==> src/rtl/brks_pkg.sv <==
`default_nettype none

package brks_pkg;

    // Default depth of the store.
    localparam int MAX_ENTRIES_DEF = 64;

    // Field widths fixed by the interface.
    localparam int OP_W     = 2;
    localparam int INDEX_W  = 32;
    localparam int HANDLE_W = 64;
    localparam int COUNT_W  = 7;

    // Operation codes.
    localparam logic [OP_W-1:0] OP_ADD    = 2'd0;
    localparam logic [OP_W-1:0] OP_FIND   = 2'd1;
    localparam logic [OP_W-1:0] OP_DELETE = 2'd2;

    // Status codes.
    localparam logic STATUS_OK        = 1'b0;
    localparam logic STATUS_NOT_FOUND = 1'b1;

    // One input beat.
    typedef struct packed {
        logic [OP_W-1:0]     op;
        logic [INDEX_W-1:0]  msg_index;
        logic [HANDLE_W-1:0] key_handle;
    } item_t;

    // One result beat.
    typedef struct packed {
        logic                status;
        logic [HANDLE_W-1:0] result_handle;
        logic                evicted;
        logic [COUNT_W-1:0]  entry_count;
    } result_t;

    // One stored entry.
    typedef struct packed {
        logic [INDEX_W-1:0]  msg_index;
        logic [HANDLE_W-1:0] key_handle;
    } entry_t;

    // Commands from the controller to the datapath.
    typedef struct packed {
        logic load;       // latch the accepted beat
        logic add_read;   // read the slot in front of the head
        logic add_write;  // write the new entry and post the add result
        logic scan_start; // rewind the scan pointer
        logic scan_step;  // issue the next scan read
        logic move_start; // begin closing the gap at the matched position
        logic move_step;  // issue the next move read
        logic res_hit;    // post a found result
        logic res_miss;   // post a not-found result
        logic res_del;    // post a delete result and drop one entry
    } cmd_t;

    // Status from the datapath to the controller.
    typedef struct packed {
        logic hit;        // registered read data matches the key
        logic scan_empty; // every stored entry was read without a match
        logic move_done;  // gap closed, no write pending
    } stat_t;

endpackage

`default_nettype wire

==> src/rtl/brks_ctrl.sv <==
`default_nettype none

module brks_ctrl (
    input  wire logic                   clk,
    input  wire logic                   rst_n,
    input  wire logic                   start,
    input  wire logic [brks_pkg::OP_W-1:0] op,
    input  wire brks_pkg::stat_t        stat,
    output brks_pkg::cmd_t              cmd,
    output logic                        busy
);

    import brks_pkg::*;

    localparam logic [1:0] S_IDLE = 2'd0;
    localparam logic [1:0] S_ADD  = 2'd1;
    localparam logic [1:0] S_SCAN = 2'd2;
    localparam logic [1:0] S_MOVE = 2'd3;

    logic [1:0]          state_reg;
    logic [1:0]          state_next;
    logic [OP_W-1:0]     op_reg;
    logic [OP_W-1:0]     op_next;

    // State and latched operation.
    always_ff @(posedge clk or negedge rst_n)
    begin
        if (!rst_n)
        begin
            state_reg <= S_IDLE;
            op_reg    <= OP_ADD;
        end
        else
        begin
            state_reg <= state_next;
            op_reg    <= op_next;
        end
    end

    // Next state and commands.
    always_comb
    begin
        state_next = state_reg;
        op_next    = op_reg;
        cmd        = '0;
        case (state_reg)
            S_IDLE:
            begin
                if (start)
                begin
                    cmd.load = 1'b1;
                    op_next  = op;
                    case (op)
                        OP_ADD:
                        begin
                            cmd.add_read = 1'b1;
                            state_next   = S_ADD;
                        end
                        OP_FIND, OP_DELETE:
                        begin
                            cmd.scan_start = 1'b1;
                            state_next     = S_SCAN;
                        end
                        default:
                        begin
                            // Unused code: report not found at once.
                            cmd.res_miss = 1'b1;
                        end
                    endcase
                end
            end
            S_ADD:
            begin
                cmd.add_write = 1'b1;
                state_next    = S_IDLE;
            end
            S_SCAN:
            begin
                cmd.scan_step = 1'b1;
                if (stat.hit)
                begin
                    if (op_reg == OP_FIND)
                    begin
                        cmd.res_hit = 1'b1;
                        state_next  = S_IDLE;
                    end
                    else
                    begin
                        cmd.move_start = 1'b1;
                        state_next     = S_MOVE;
                    end
                end
                else if (stat.scan_empty)
                begin
                    cmd.res_miss = 1'b1;
                    state_next   = S_IDLE;
                end
            end
            S_MOVE:
            begin
                if (stat.move_done)
                begin
                    cmd.res_del = 1'b1;
                    state_next  = S_IDLE;
                end
                else
                begin
                    cmd.move_step = 1'b1;
                end
            end
            default:
            begin
                state_next = S_IDLE;
            end
        endcase
    end

    assign busy = (state_reg != S_IDLE);

endmodule

`default_nettype wire

==> config.mk <==
export PLATFORM = sky130hd
export DESIGN_NAME = brks_ctrl
export DESIGN_NICKNAME = d
export VERILOG_FILES = /design/src/rtl/brks_pkg.sv /design/src/rtl/brks_ctrl.sv
export SDC_FILE = /design/constraint.sdc
export NUM_CORES = 1
export LEC_CHECK = 0
export BUFFER_PORTS_ARGS = -buffer_cell sky130_fd_sc_hd__buf_4
export CORE_AREA = 2 2 39 41
export DETAILED_ROUTE_END_ITERATION = 7
export DIE_AREA = 0 0 41 43
export PLACE_DENSITY = 0.52
export SKIP_CTS_REPAIR_TIMING = 1
export SYNTH_ARGS = -nofsm -noshare
export SYNTH_HDL_FRONTEND = slang
export SYNTH_SLANG_ARGS = --single-unit
export TNS_END_PERCENT = 1
==> constraint.sdc <==
create_clock -name clk -period 1.45 [get_ports clk]
set_input_delay 0.2175 -clock clk [delete_from_list [all_inputs] [get_ports clk]]
set_output_delay 0.2175 -clock clk [all_outputs]
set_load 0.005 [all_outputs]
==> impl_results.md <==
* Initial Util at 23.69%
* Cell Chain, Critical Path: and2b_2, nor2b_4, a32o_1, buf_4
* Initial antenna violation count at 0
* Antenna diodes at 0
* Avg Cell Area, Syn at 8.627 µm²
* Drt pass-1 iters at 1
* Slowest-stage cell, CP: dfrtp_2
* Final core utilization at 40.51%
* Status: complete, but fails checks
* Power density over the cells at 1624 nW/µm²
* Number of DRC markers in iteration 0 at 0
* Core Area at 1384 µm²
* Vias in the first global route at 287
* IO Pins at 19
* CP Launch Type: flop
* Unrepaired setup endpoints after global routing: yes
* Slew @ Worst Pin at 0.3049 ns
* Fin area at 560.5 µm²
* Main synth FF type: dfrtp_1
* Mapped Area at 327.8 µm²
* Worst path max stage delay at 0.44 ns
* Layout cells sized above 1 at 50.79%
* Crit path capture type: output pin
* First-pass GRT wire length at 1186 µm
* WHS at 0.2429 ns
* Ys Warns at 0
* Seq cells post-synth at 4
* Wirelength, routed at 848 µm
* Worst clock skew at 0.001486 ns
* Max frequency at 0.6327 GHz
* Fin crit period at 1.581 ns
* WP data arrival at 1.36 ns
* Clock-pin slew on the worst setup and hold paths at 0.04 ns
* Post-synth top cells: inv_1, and3_1, dfrtp_1, nor2b_1, nor2_1
* CTS H-tree depth at 1
* Crit share post-route at 109.0%
* P_leak at 0.3058 nW
* Top post-synthesis cells by area: dfrtp_1, and3_1, ha_1
* Area post-placement at 493.0 µm²
* Setup-failing EPs final at 1
* Async SR Flop Fraction at 100.0%
* Post-synth top area share at 30.53%
* Vias at 360
* Core Rows at 14
* All-layer global routing usage at 10.19%
* Inserted Clock Buffers at 3
* Antenna Violating Nets Remaining at 0
* Grt total ovfl at 0
* DIE WIDTH at 41 µm
* Nets at 75
* CTS tree: yes
* HPWL after DPL at 628.7 µm
* Die ar. at 1763 µm²
* Clock Path Buffers at 2
* Final Hold Vio Count at 0
* Number of synthesized flops with an enable pin at 0
* Height of the die at 43 µm
* DP Worst Slack at 0.1090 ns
* Max cap viols at 0
* Drt via density at 4.557
* Most common cell in the synthesized netlist: inv_1
* Seq/Total Area, Yosys at 30.53%
* DRC violations left at 0
* CTS sink cnt at 4
* Max VDD drop at 655.4 µV
* WL/cell at 10.73 µm
* Routability cong. at 0.6840
* Area grow syn2layout at 70.99%
* Worst min path class: input pin to flop
* WP data required at 1.23 ns
* Slew Limit Fails at 0
* Net Count, Synth at 48
* Final WS setup at -0.1305 ns
* WS Path Type: flop to output pin
* Violated checks: negative setup slack
* Clock latency on the worst-skew pair at 0.23 ns
* Largest net degree at the start of global routing at 9
* Library cells used by synthesis at 18
* Worst slew margin relative to its limit at 79.35%
* Area leader, netlist: dfrtp_1
* Root buffer cell: clkbuf_4
* Input/output buffers at 18
* Worst Path Max Fanout at 7
* Syn Inst Count at 38
==> final timing paths <==
path / startpoint / to / slack [ns] / cells after the start
worst min-delay path: op[0] / op_reg[0] / 0.24 / 2
worst max-delay path: state_reg[1] / cmd[1] / -0.13 / 4
max in group asynchronous: rst_n / state_reg[1] / 1.03 / 2
min in group asynchronous: rst_n / op_reg[1] / 0.31 / 2
worst max register to register: state_reg[1] / state_reg[0] / 0.03 / 4
worst min register to register: op_reg[1] / op_reg[1] / 0.49 / 1
==> cells by family after synthesis <==
group	count (synthesis)	share of synthesized area (%)
simple gates	17	30.54
compound gates	7	17.17
flops	4	30.54
fa+ha+maj	2	7.632
mux	2	6.870
buf+inv	6	7.251
==> worst max-delay path, delay by kind of cell, from the launching register on <==
| kind | cells | cell delay, ns |
|---|---|---|
| AOI/OAI and AO/OA | 1 | 0.19 |
| buffers and inverters | 1 | 0.13 |
| DFF | 1 | 0.44 |
| and+or+nand+nor | 2 | 0.37 |
==> layer usage <==
| layer | up-vias | GRT usage (%) | wire length (µm) |
|---|---|---|---|
| li1 | 184 | - | - |
| met1 | 161 | 13.73 | 374 |
| met2 | 13 | 13.75 | 401 |
| met3 | 2 | 1.571 | 56 |
| met4 | 0 | 8.000 | 15 |
| met5 | - | 0 | 0 |
==> cell type report <==
| class | count | area (µm²) |
|---|---|---|
| Multi-Input combinational cell | 28 | 222.7 |
| Fill cell | 152 | 823.3 |
| Timing Repair Buffer | 23 | 175.2 |
| Sequential cell | 4 | 101.3 |
| Clock buffer | 3 | 22.52 |
| Tap cell | 16 | 20.02 |
| Inverter | 5 | 18.77 |
==> cells in the final DEF (no fill, tap or decap) <==
cell	instances
buf_4	22
inv_1	5
and3_1	4
nor2b_1	3
clkbuf_4	3
dfrtp_1	3
nor2_1	2
mux2_2	2
a31oi_1	2
o31ai_1	2
ha_1	2
and2b_2	1
nand2b_1	1
nor2_4	1
nor2b_4	1
a32o_1	1
nand3b_1	1
nand2_1	1
nand2_2	1
or4b_1	1
o311ai_1	1
a21bo_1	1
dlygate4sd3_1	1
dfrtp_2	1
==> per-stage QoR <==
stage	total power [mW]	setup TNS, ns	std cells
after floorplan	0.4626	0	38
after global placement	0.6854	0	73
after detailed placement	0.6909	0	73
after CTS	0.8327	-0.4579	76
after global routing	0.9877	-0.2767	79
final	0.9106	-0.1305	79
==> power breakdown <==
group          switching [mW]  leakage (nW)  internal (mW)
sequential             0.0467        0.0481          0.170
clock                  0.0414        0.0138         0.0923
combinational           0.237         0.244          0.324
Power figures use the tool's default switching activity.
